<file path="src/design/knn_pkg.sv">
// Shared types and constants for the k-nearest-neighbor row update block.
`timescale 1ns / 1ps
`default_nettype none

package knn_pkg;

  localparam int unsigned ROW_IN_W     = 10;
  localparam int unsigned ID_W         = 10;
  localparam int unsigned SIM_IN_W     = 16;
  localparam int unsigned SLOT_OUT_W   = 4;
  localparam int unsigned FILL_OUT_W   = 5;
  localparam int unsigned KEEP_W       = 5;
  localparam logic [KEEP_W-1:0] KEEP_RESET = 5'd16;

  localparam int unsigned NUM_ROWS_DEF      = 1024;
  localparam int unsigned MAX_NEIGHBORS_DEF = 16;
  localparam int unsigned SIM_BITS_DEF      = 16;
  localparam int unsigned QUEUE_DEPTH       = 2;

  typedef enum logic [1:0] {
    OUTC_APPENDED  = 2'd0,
    OUTC_DUPLICATE = 2'd1,
    OUTC_REPLACED  = 2'd2,
    OUTC_REJECTED  = 2'd3
  } outcome_t;

  typedef struct packed {
    logic [ROW_IN_W-1:0]      row_index;
    logic [ID_W-1:0]          neighbor_id;
    logic signed [SIM_IN_W-1:0] similarity;
  } in_beat_t;

  typedef struct packed {
    outcome_t                outcome;
    logic [SLOT_OUT_W-1:0]   slot;
    logic [FILL_OUT_W-1:0]   fill_after;
  } out_beat_t;

endpackage

`default_nettype wire

</file>
<file path="src/design/knn_queue.sv">
// Small FIFO that decouples the front end from the row update engine.
`timescale 1ns / 1ps
`default_nettype none

module knn_queue import knn_pkg::*; #(
  parameter int unsigned WIDTH = 8,
  parameter int unsigned DEPTH = QUEUE_DEPTH
) (
  input  wire logic             clk,
  input  wire logic             rst_n,
  input  wire logic             wr_valid,
  output logic                  wr_ready,
  input  wire logic [WIDTH-1:0] wr_data,
  output logic                  rd_valid,
  input  wire logic             rd_ready,
  output logic [WIDTH-1:0]      rd_data
);

  localparam int unsigned PTR_W = (DEPTH > 1) ? $clog2(DEPTH) : 1;
  localparam int unsigned CNT_W = $clog2(DEPTH + 1);
  localparam logic [PTR_W-1:0] PTR_LAST = PTR_W'(DEPTH - 1);
  localparam logic [CNT_W-1:0] CNT_FULL = CNT_W'(DEPTH);

  logic [WIDTH-1:0] mem_r [DEPTH];
  logic [PTR_W-1:0] wr_ptr_r, wr_ptr_nxt;
  logic [PTR_W-1:0] rd_ptr_r, rd_ptr_nxt;
  logic [CNT_W-1:0] count_r, count_nxt;
  logic             push, pop;

  assign wr_ready = count_r != CNT_FULL;
  assign rd_valid = count_r != '0;
  assign rd_data  = mem_r[rd_ptr_r];
  assign push     = wr_valid && wr_ready;
  assign pop      = rd_valid && rd_ready;

  always_comb begin
    wr_ptr_nxt = wr_ptr_r;
    rd_ptr_nxt = rd_ptr_r;
    count_nxt  = count_r;
    if (push) begin
      wr_ptr_nxt = (wr_ptr_r == PTR_LAST) ? '0 : wr_ptr_r + PTR_W'(1);
    end
    if (pop) begin
      rd_ptr_nxt = (rd_ptr_r == PTR_LAST) ? '0 : rd_ptr_r + PTR_W'(1);
    end
    if (push && !pop) begin
      count_nxt = count_r + CNT_W'(1);
    end else if (pop && !push) begin
      count_nxt = count_r - CNT_W'(1);
    end
  end

  always_ff @(posedge clk) begin
    if (!rst_n) begin
      wr_ptr_r <= '0;
      rd_ptr_r <= '0;
      count_r  <= '0;
    end else begin
      wr_ptr_r <= wr_ptr_nxt;
      rd_ptr_r <= rd_ptr_nxt;
      count_r  <= count_nxt;
    end
  end

  always_ff @(posedge clk) begin
    if (push) begin
      mem_r[wr_ptr_r] <= wr_data;
    end
  end

endmodule

`default_nettype wire

</file>
<file path="config.mk">
export PLATFORM = sky130hd
export DESIGN_NAME = knn_queue
export DESIGN_NICKNAME = d
export VERILOG_FILES = /design/src/design/knn_pkg.sv /design/src/design/knn_queue.sv
export SDC_FILE = /design/constraint.sdc
export NUM_CORES = 1
export LEC_CHECK = 0
export BUFFER_PORTS_ARGS = -buffer_cell sky130_fd_sc_hd__buf_4
export CAP_MARGIN = 10
export CORE_UTILIZATION = 45
export CTS_BUF_LIST = sky130_fd_sc_hd__clkbuf_4 sky130_fd_sc_hd__clkbuf_8 sky130_fd_sc_hd__clkbuf_16
export DETAILED_ROUTE_END_ITERATION = 8
export PLACE_DENSITY = 0.79
export REMOVE_ABC_BUFFERS = 1
export SYNTH_ARGS = -nofsm -noshare
export SYNTH_HDL_FRONTEND = slang
export SYNTH_SLANG_ARGS = --single-unit
</file>
<file path="constraint.sdc">
create_clock -name clk -period 1.6 [get_ports clk]
set_input_delay 0.16 -clock clk [delete_from_list [all_inputs] [get_ports clk]]
set_output_delay 0.16 -clock clk [all_outputs]
set_load 0.01 [all_outputs]
</file>
==> flow_metrics.py <==
metrics = {
    "grt": {
        "grtUsageTotal_pct": 13.75,
        "grt.busiest_layer": "met2",
        "antenna_found_initial": 0,
        "use_met1_pct": 14.56,
        "grt_overflow": 0,
        "use_met3_pct": 2.857,
        "met2_usage_pct": 26.18,
        "grt_pass1_vias": 494,
        "grt_pass1_wl_mm": 1.925,
        "grt_max_degree": 12,
    },
    "logic_synthesis": {
        "synthDistinctLibCells": 17,
        "synth_cells": 50,
        "synth.yosys.seq_area_share_pct": 71.72,
        "ys_ff_latch": 21,
        "avgSynthCellArea_um2": 16.19,
        "yosys_warnings": 0,
        "synth_area_um2": 809.5,
    },
    "floorplan": {
        "die_y_um": 44.42,
        "io_pins": 22,
        "rows": 14,
        "start_util_pct": 50.78,
        "core_mm2": 0.001594,
        "chipWidth_um": 44.42,
        "fp.dieArea_mm2": 0.001973,
    },
    "pwr": {
        "leakagePower_nw": 0.4157,
        "peakVddDrop_mv": 0.8859,
        "net-switching-power_w": 0.0004330,
        "p_int_w": 0.001125,
        "p_comb_share_pct": 33.9,
        "p_seq_share_pct": 49.8,
        "p_clk_share_pct": 16.3,
        "power.density_mw_per_mm2": 1486,
        "switching_share_pct": 27.79,
    },
    "clocking": {
        "clock-sinks": 21,
        "h-tree-depth": 1,
        "cts_root_buffer": "clkbuf_4",
        "clock_latency_ns": 0.29,
        "cts_buffers": 3,
        "max-clock-path-buffers": 2,
        "clkTransAtPathRegs_ns": 0.10,
        "cts_tree": "built",
        "holdBufCountCts": 0,
    },
    "finish": {
        "fillers": 128,
        "post-route-util_pct": 65.78,
        "area_delta_synth_final_pct": 29.52,
        "final_cell_mix": "buf_4, edfxtp_1, mux2_2",
        "layout-drive-gt1-share_pct": 54.67,
        "n_antenna_cell": 0,
        "instances_no_fill": 99,
        "finalInstanceArea_mm2": 0.001049,
        "fin_nets": 89,
        "final_common_cell": "buf_4",
    },
    "timing": {
        "drv_slew": 0,
        "fin_tns_setup_ns": 0,
        "setup_violations": 0,
        "rsz0062_at_grt": "no",
        "finalCriticalPeriod_ns": 1.532,
        "timing.hold.ws_ns": 0.04960,
        "worst_pin_slew_ns": 0.3829,
        "hold_violations": 0,
        "timing.final.crit_share_pct": 95.77,
        "clock_skew_ns": 0.001615,
        "timing.fmax_mhz": 652.6,
        "slew_headroom_pct": 74.48,
    },
    "critical_path": {
        "path_class": "flip-flop to flip-flop",
        "r2r_slack_ns": 0.07,
        "cp_max_fo": 5,
        "arrival_ns": 1.75,
        "required_ns": 1.82,
        "critPathLaunchType": "flip-flop",
        "end_kind": "flip-flop",
    },
    "detailed_routing": {
        "num_vias": 473,
        "dr.pass1.iters": 4,
        "detailedRoute.firstIterationViolations": 10,
        "post-route-drc-count": 0,
        "antenna_left": 0,
        "viasPerCell": 4.778,
        "wire_per_inst_um": 11.92,
        "drt-total-wl_mm": 1.180,
    },
    "hold_path": {
        "hold_path.class": "primary input to flip-flop",
    },
    "place": {
        "place_inst": 95,
        "gp_congestion": 0.7228,
        "dp_hpwl_um": 842,
        "portBuffers": 21,
        "dpl-instance-area_um2": 999.7,
    },
    "status": {
        "status": "complete, no violations",
    },
    "job": {
        "maxCapViolations": 0,
    },
}
-- final timing paths --
kind | startpoint | end | cells past startpoint
worst max-delay path | count_r[0] | count_r[1] | 6
worst max register to register | count_r[0] | count_r[1] | 6
worst min register to register | rd_ptr_r | flip-flop | 2
worst min-delay path | wr_data[4] | mem_r[0][4] | 1
-- through the flow --
step	total power [W]	setup slack (ns)
finish	0.001558	0.06768
global route	0.001655	0.01455
CTS	0.001543	0.02106
detailed placement	0.001284	0.02379
global placement	0.001263	0.1017
floorplan	0.001065	0.1010
-- power groups by stage --
| stage | Combinational (W) | Sequential, W | Clock (W) |
|---|---|---|---|
| 3_3_place_gp | 0.000492 | 0.000772 | 0 |
| 6_report | 0.000528 | 0.000776 | 0.000253 |
| 5_1_grt | 0.000584 | 0.000789 | 0.000282 |
| 4_1_cts | 0.000510 | 0.000769 | 0.000264 |
| 3_5_place_dp | 0.000504 | 0.000779 | 0 |
| 2_1_floorplan | 0.000307 | 0.000759 | 0 |
-- synth_stat cells --
master / instances / area share [%]
nand2b_4: 1 / 1.7
edfxtp_1: 16 / 59
a21bo_2: 1 / 1.2
and3_1: 1 / 0.77
or3_1: 1 / 0.77
a21oi_1: 2 / 1.2
dfxtp_1: 5 / 12
mux2_2: 8 / 11
ha_1: 1 / 1.5
and2_1: 1 / 0.77
o21ai_0: 2 / 1.2
nor2_1: 3 / 1.4
buf_2: 1 / 0.62
xor2_1: 3 / 3.2
or2_2: 1 / 0.77
inv_1: 2 / 0.93
nand3b_1: 1 / 0.93
-- metal layers --
metal / vias to the layer above / part of all wire [%]
li1: 232 / -
met1: 227 / 41
met2: 12 / 55
met3: 2 / 3.9
met4: 0 / 0.51
met5: - / 0
-- sequential cells by signal, indices dropped and copies added, names as in the netlist, named ones only --
| name | flops |
|---|---|
| count_r | 2 |
| mem_r | 16 |
| rd_ptr_r | 1 |
| wr_ptr_r | 1 |
-- timing repair --
action / in CTS / in global routing
gates resized for setup: 1 / 5
setup endpoints to repair: 1 / 2
setup buffers: 0 / 0
-- cells by family (layout without fill, tap and decap cells) --
kind of cell / after synthesis / count (layout) / synth area share [%]
AND/OR/NAND/NOR: 9 / 9 / 7.112
AO/OA/AOI/OAI: 5 / 5 / 3.710
flip-flops: 21 / 21 / 71.72
XOR/XNOR: 3 / 3 / 3.246
buffers and inverters: 3 / 28 / 1.545
adder cells (fa/ha/maj): 1 / 1 / 1.545
multiplexers: 8 / 8 / 11.13
-- worst max-delay path: stages (launching register included) --
cell      delay, ns
dfxtp_4        0.38
nand2b_4       0.15
and2_1         0.18
ha_4           0.16
xor2_1         0.14
or3_1          0.31
a21oi_1        0.15
-- cell type report --
class | instances | area (um2) | area share, %
clock buffers | 4 | 30.03 | 2.864
inverters | 2 | 7.507 | 0.7160
multi-input cells | 26 | 229.0 | 21.84
flip-flops and latches | 21 | 586.8 | 55.97
well taps | 24 | 30.03 | 2.864
repair buffers | 22 | 165.2 | 15.75
Power figures use the tool's default switching activity.
