`src/design/knn_pkg.sv`:
```
// Shared types and constants for the k-nearest-neighbor row update block.
`timescale 1ns / 1ps
`default_nettype none

package knn_pkg;

  localparam int unsigned ROW_IN_W     = 10;
  localparam int unsigned ID_W         = 10;
  localparam int unsigned SIM_IN_W     = 16;
  localparam int unsigned SLOT_OUT_W   = 4;
  localparam int unsigned FILL_OUT_W   = 5;
  localparam int unsigned KEEP_W       = 5;
  localparam logic [KEEP_W-1:0] KEEP_RESET = 5'd16;

  localparam int unsigned NUM_ROWS_DEF      = 1024;
  localparam int unsigned MAX_NEIGHBORS_DEF = 16;
  localparam int unsigned SIM_BITS_DEF      = 16;
  localparam int unsigned QUEUE_DEPTH       = 2;

  typedef enum logic [1:0] {
    OUTC_APPENDED  = 2'd0,
    OUTC_DUPLICATE = 2'd1,
    OUTC_REPLACED  = 2'd2,
    OUTC_REJECTED  = 2'd3
  } outcome_t;

  typedef struct packed {
    logic [ROW_IN_W-1:0]      row_index;
    logic [ID_W-1:0]          neighbor_id;
    logic signed [SIM_IN_W-1:0] similarity;
  } in_beat_t;

  typedef struct packed {
    outcome_t                outcome;
    logic [SLOT_OUT_W-1:0]   slot;
    logic [FILL_OUT_W-1:0]   fill_after;
  } out_beat_t;

endpackage

`default_nettype wire

```
`src/design/knn_front.sv`:
```
// Front end: input register, similarity saturation and row folding into the table range.
`timescale 1ns / 1ps
`default_nettype none

module knn_front import knn_pkg::*; #(
  parameter int unsigned ROWS_USED = NUM_ROWS_DEF,
  parameter int unsigned ROW_AW    = 10,
  parameter int unsigned SIM_BITS  = SIM_BITS_DEF,
  parameter int unsigned ITEM_W    = ROW_AW + ID_W + SIM_BITS
) (
  input  wire logic              clk,
  input  wire logic              rst_n,
  input  wire logic              in_valid,
  output logic                   in_ready,
  input  wire in_beat_t          in_data,
  output logic                   push_valid,
  input  wire logic              push_ready,
  output logic [ITEM_W-1:0]      push_data
);

  localparam int unsigned SHIFT     = ROW_IN_W + ROW_AW;
  localparam int unsigned RECIP_W   = ROW_IN_W + 2;
  localparam int unsigned RECIP_VAL = ((1 << SHIFT) + ROWS_USED - 1) / ROWS_USED;
  localparam int unsigned PROD_W    = ROW_IN_W + RECIP_W;
  localparam int unsigned QN_W      = ROW_IN_W + ROW_AW + 1;
  localparam logic [RECIP_W-1:0] RECIP = RECIP_W'(RECIP_VAL);
  localparam logic [ROW_AW:0]    NROWS = (ROW_AW + 1)'(ROWS_USED);

  logic signed [SIM_BITS-1:0] sim_sat;

  logic                       s1_v_r, s1_v_nxt;
  logic [ROW_IN_W-1:0]        s1_row_r;
  logic [ID_W-1:0]            s1_id_r;
  logic signed [SIM_BITS-1:0] s1_sim_r;

  logic                       s2_v_r, s2_v_nxt;
  logic [ROW_IN_W-1:0]        s2_row_r;
  logic [ROW_IN_W-1:0]        s2_q_r;
  logic [ID_W-1:0]            s2_id_r;
  logic signed [SIM_BITS-1:0] s2_sim_r;

  logic                       take, s1_adv, s2_adv;
  logic [PROD_W-1:0]          prod;
  logic [ROW_IN_W-1:0]        quot;
  logic [QN_W-1:0]            qn;
  logic [ROW_IN_W-1:0]        rem_full;

  if (SIM_BITS >= SIM_IN_W) begin : g_ext
    assign sim_sat = SIM_BITS'(in_data.similarity);
  end else begin : g_sat
    localparam logic signed [SIM_IN_W-1:0] SAT_HI = SIM_IN_W'((1 << (SIM_BITS - 1)) - 1);
    localparam logic signed [SIM_IN_W-1:0] SAT_LO = -SAT_HI - SIM_IN_W'(1);
    logic signed [SIM_IN_W-1:0] clamped;
    always_comb begin
      if (in_data.similarity > SAT_HI) begin
        clamped = SAT_HI;
      end else if (in_data.similarity < SAT_LO) begin
        clamped = SAT_LO;
      end else begin
        clamped = in_data.similarity;
      end
    end
    assign sim_sat = clamped[SIM_BITS-1:0];
  end

  assign s2_adv   = s2_v_r && push_ready;
  assign s1_adv   = s1_v_r && (!s2_v_r || s2_adv);
  assign in_ready = !s1_v_r || s1_adv;
  assign take     = in_valid && in_ready;

  // Row modulo the table size: exact reciprocal multiply, then a back-multiply.
  assign prod     = PROD_W'(s1_row_r) * PROD_W'(RECIP);
  assign quot     = ROW_IN_W'(prod >> SHIFT);
  assign qn       = QN_W'(s2_q_r) * QN_W'(NROWS);
  assign rem_full = s2_row_r - ROW_IN_W'(qn);

  assign push_valid = s2_v_r;
  assign push_data  = {rem_full[ROW_AW-1:0], s2_id_r, s2_sim_r};

  always_comb begin
    s1_v_nxt = s1_v_r;
    if (take) begin
      s1_v_nxt = 1'b1;
    end else if (s1_adv) begin
      s1_v_nxt = 1'b0;
    end
    s2_v_nxt = s2_v_r;
    if (s1_adv) begin
      s2_v_nxt = 1'b1;
    end else if (s2_adv) begin
      s2_v_nxt = 1'b0;
    end
  end

  always_ff @(posedge clk) begin
    if (!rst_n) begin
      s1_v_r <= 1'b0;
      s2_v_r <= 1'b0;
    end else begin
      s1_v_r <= s1_v_nxt;
      s2_v_r <= s2_v_nxt;
    end
  end

  always_ff @(posedge clk) begin
    if (take) begin
      s1_row_r <= in_data.row_index;
      s1_id_r  <= in_data.neighbor_id;
      s1_sim_r <= sim_sat;
    end
    if (s1_adv) begin
      s2_row_r <= s1_row_r;
      s2_q_r   <= quot;
      s2_id_r  <= s1_id_r;
      s2_sim_r <= s1_sim_r;
    end
  end

endmodule

`default_nettype wire

```
`config.mk`:
```
export PLATFORM = sky130hd
export DESIGN_NAME = knn_front
export DESIGN_NICKNAME = d
export VERILOG_FILES = /design/src/design/knn_pkg.sv /design/src/design/knn_front.sv
export SDC_FILE = /design/constraint.sdc
export NUM_CORES = 1
export LEC_CHECK = 0
export BUFFER_PORTS_ARGS = -buffer_cell sky130_fd_sc_hd__buf_2
export CORE_ASPECT_RATIO = 0.9
export CORE_UTILIZATION = 30
export CTS_CLUSTER_DIAMETER = 30
export DETAILED_ROUTE_END_ITERATION = 6
export PLACE_DENSITY_LB_ADDON = 0.2
export SKIP_CTS_REPAIR_TIMING = 1
export SLEW_MARGIN = 30
export SYNTH_ARGS = -nofsm -noshare
export SYNTH_HDL_FRONTEND = slang
export SYNTH_SLANG_ARGS = --single-unit
```
`constraint.sdc`:
```
create_clock -name clk -period 2.75 [get_ports clk]
set_input_delay 0.275 -clock clk [delete_from_list [all_inputs] [get_ports clk]]
set_output_delay 0.275 -clock clk [all_outputs]
set_load 0.02 [all_outputs]
```
==> impl_metrics.toml <==
[outcome]
outcome = "finished clean"

[placement]
placed_cell_area_um2 = 2800
dp_hpwl_mm = 2.37
gp_congestion = 0.611
io_buffers = 77
place_inst = 253
dp_slack_ns = 1.31

[timing]
fin_crit_ns = 1.44
final-max-slew-violation-count = 0
worst_slew_pin_slew_ns = 0.465
finalWorstSetupSlack_ns = 1.31
fmax_mhz = 695
hold_viol_final = 0
fin_crit_sh_pct = 52.3
rsz0062_at_grt = "no"
skew_ns = 0.00864
setup_viol = 0
slew_headroom_pct = 69.0
tns_ns = 0

[pwr]
power_frac_clock_pct = 32.8
switching_share_pct = 21.8
seq_power_share_pct = 61.9
p_sw_uw = 466
p_leak_uw = 0.00114
p_int_uw = 1670
peakVddDrop_uv = 248
comb_power_share_pct = 5.3
power_density_nw_per_um2 = 718

[logic_synthesis]
syn_area_um2 = 2270
yosys.cell_types.count = 9
synthCells = 81
synth_top_area_cell = "edfxtp_1"
synth_top_area_share_pct = 95.4
ys_seq_area_share_pct = 97.2
synthTopCellsByArea = "edfxtp_1, dfxtp_1, nand3b_4"
yosysWarningCount = 0
synth_nets = 121
synth.avg_cell_area_um2 = 28.0
ys_ff_latch = 74

[routing]
drt_iter0_drc = 30
routed_via_density = 3.96
first_pass_iters = 4
wirelength_mm = 3.60
drcViolationCount = 0
vias = 1065
ant_nets = 0
routedWlPerCell_um = 13.4

[clock_network]
clk_latency_ns = 0.33
clock_tree.root_cell = "clkbuf_8"
numClockSinks = 74
clockBufferDepth = 2
tritoncts = "done"
ctsHtreeMaxLevel = 3
clkSlewWorstSetupHoldPaths_ns = 0.08
cts_made_buffers = 9

[job]
cap_violations = 0

[layout]
final_cells = 269
post-route-cell-area_um2 = 2970
area_delta_synth_final_pct = 31.1
final_common_cell = "buf_2"
drive_gt1_share_pct = 55.1
layout_common_cells = "buf_2, edfxtp_1, clkbuf_8"
final_nets = 211
num_antenna_cells = 0
fill_cells = 674

[grt]
antenna_found_initial = 0
track_usage_pct = 10.1
grt_pass1_wl_mm = 5.58
first_global_vias = 1138
grt_overflow = 0
grt_max_degree = 37

[die]
die_y_um = 84.5
core.rowCount = 29
die_w_um = 93.6
die_area_um2 = 7910
ioPinCount = 78
core_um2 = 7180
initial_core_util_pct = 31.5

[worst_setup_path]
worst-path-max-fanout = 36
startpoint_type = "flop"
worstPathArrival_ns = 1.42
crit_type = "reg -> reg"
endpoint_kind = "flop"
cp.required_ns = 2.73

[worst_hold_path]
hp-class = "in -> reg"
[flip-flops by register name, indices dropped and copies added (netlist names)]
register,count
s1_id_r,10
s1_sim_r,16
s2_row_r,10
s2_id_r,10
push_valid,1
s2_sim_r,16
s1_row_r,10
s1_v_r,1
[final cells by class]
type | count | area (um^2) | share of cell area [%]
Multi-Input combinational cell | 6 | 78.8 | 2.65
Sequential cell | 74 | 2200 | 74.1
Clock inverter | 7 | 46.3 | 1.56
Tap cell | 93 | 116 | 3.92
Clock buffer | 9 | 124 | 4.17
Timing Repair Buffer | 79 | 400 | 13.5
Inverter | 1 | 3.75 | 0.126
[worst max-delay path, cell delays in order, from the launching register on]
cell	delay, ns
dfxtp_1	0.47
nor2b_4	0.19
buf_4	0.41
[worst paths after layout]
| path | startpoint | to | slack, ns | cells past startpoint |
|---|---|---|---|---|
| max reg2reg | s1_v_r$_SDFFE_PN0P_ | s2_id_r[5]$_DFFE_PP_ | 1.31 | 2 |
| min | in_data[11] | s1_sim_r[11]$_DFFE_PP_ | 0.11 | 1 |
| max | s1_v_r$_SDFFE_PN0P_ | s2_id_r[5]$_DFFE_PP_ | 1.31 | 2 |
| min reg2reg | s1_id_r[5]$_DFFE_PP_ | s2_id_r[5]$_DFFE_PP_ | 0.42 | 0 |
[cell usage after synthesis]
master / number
nor2b_4: 1
o21a_1: 1
a21boi_1: 1
nand3b_4: 1
inv_1: 1
dfxtp_1: 2
a21oi_1: 1
nor2b_1: 1
edfxtp_1: 72
[layer usage]
metal | share of wire (%) | global-route usage (%)
met2 | 54 | 18.0
met1 | 35 | 9.29
met4 | 1.9 | 4.62
met5 | 0 | 0
met3 | 9.1 | 5.43
[power groups by stage]
stage | Clock, uW | Sequential, uW | Combinational, uW
final | 700 | 1320 | 114
after global routing | 783 | 1320 | 124
after CTS | 734 | 1320 | 117
after detailed placement | 0 | 1350 | 116
after global placement | 0 | 1340 | 114
after floorplan | 0 | 1380 | 21.4
[cells by family after synthesis]
kind of cell	synth area share [%]
AOI/OAI and AO/OA	0.884
buffers and inverters	0.165
and+or+nand+nor	1.77
DFF	97.2
[per-stage QoR]
stage / power, uW / hold slack (ns) / utilization, %
floorplan: 1400 / 0.374 / -
global placement: 1450 / 0.401 / 39.0
detailed placement: 1460 / 0.405 / 39.0
CTS: 2170 / 0.0859 / 41.4
global route: 2230 / 0.0808 / 41.4
finish: 2130 / 0.111 / 41.4
(Power assumes the default switching activity.)
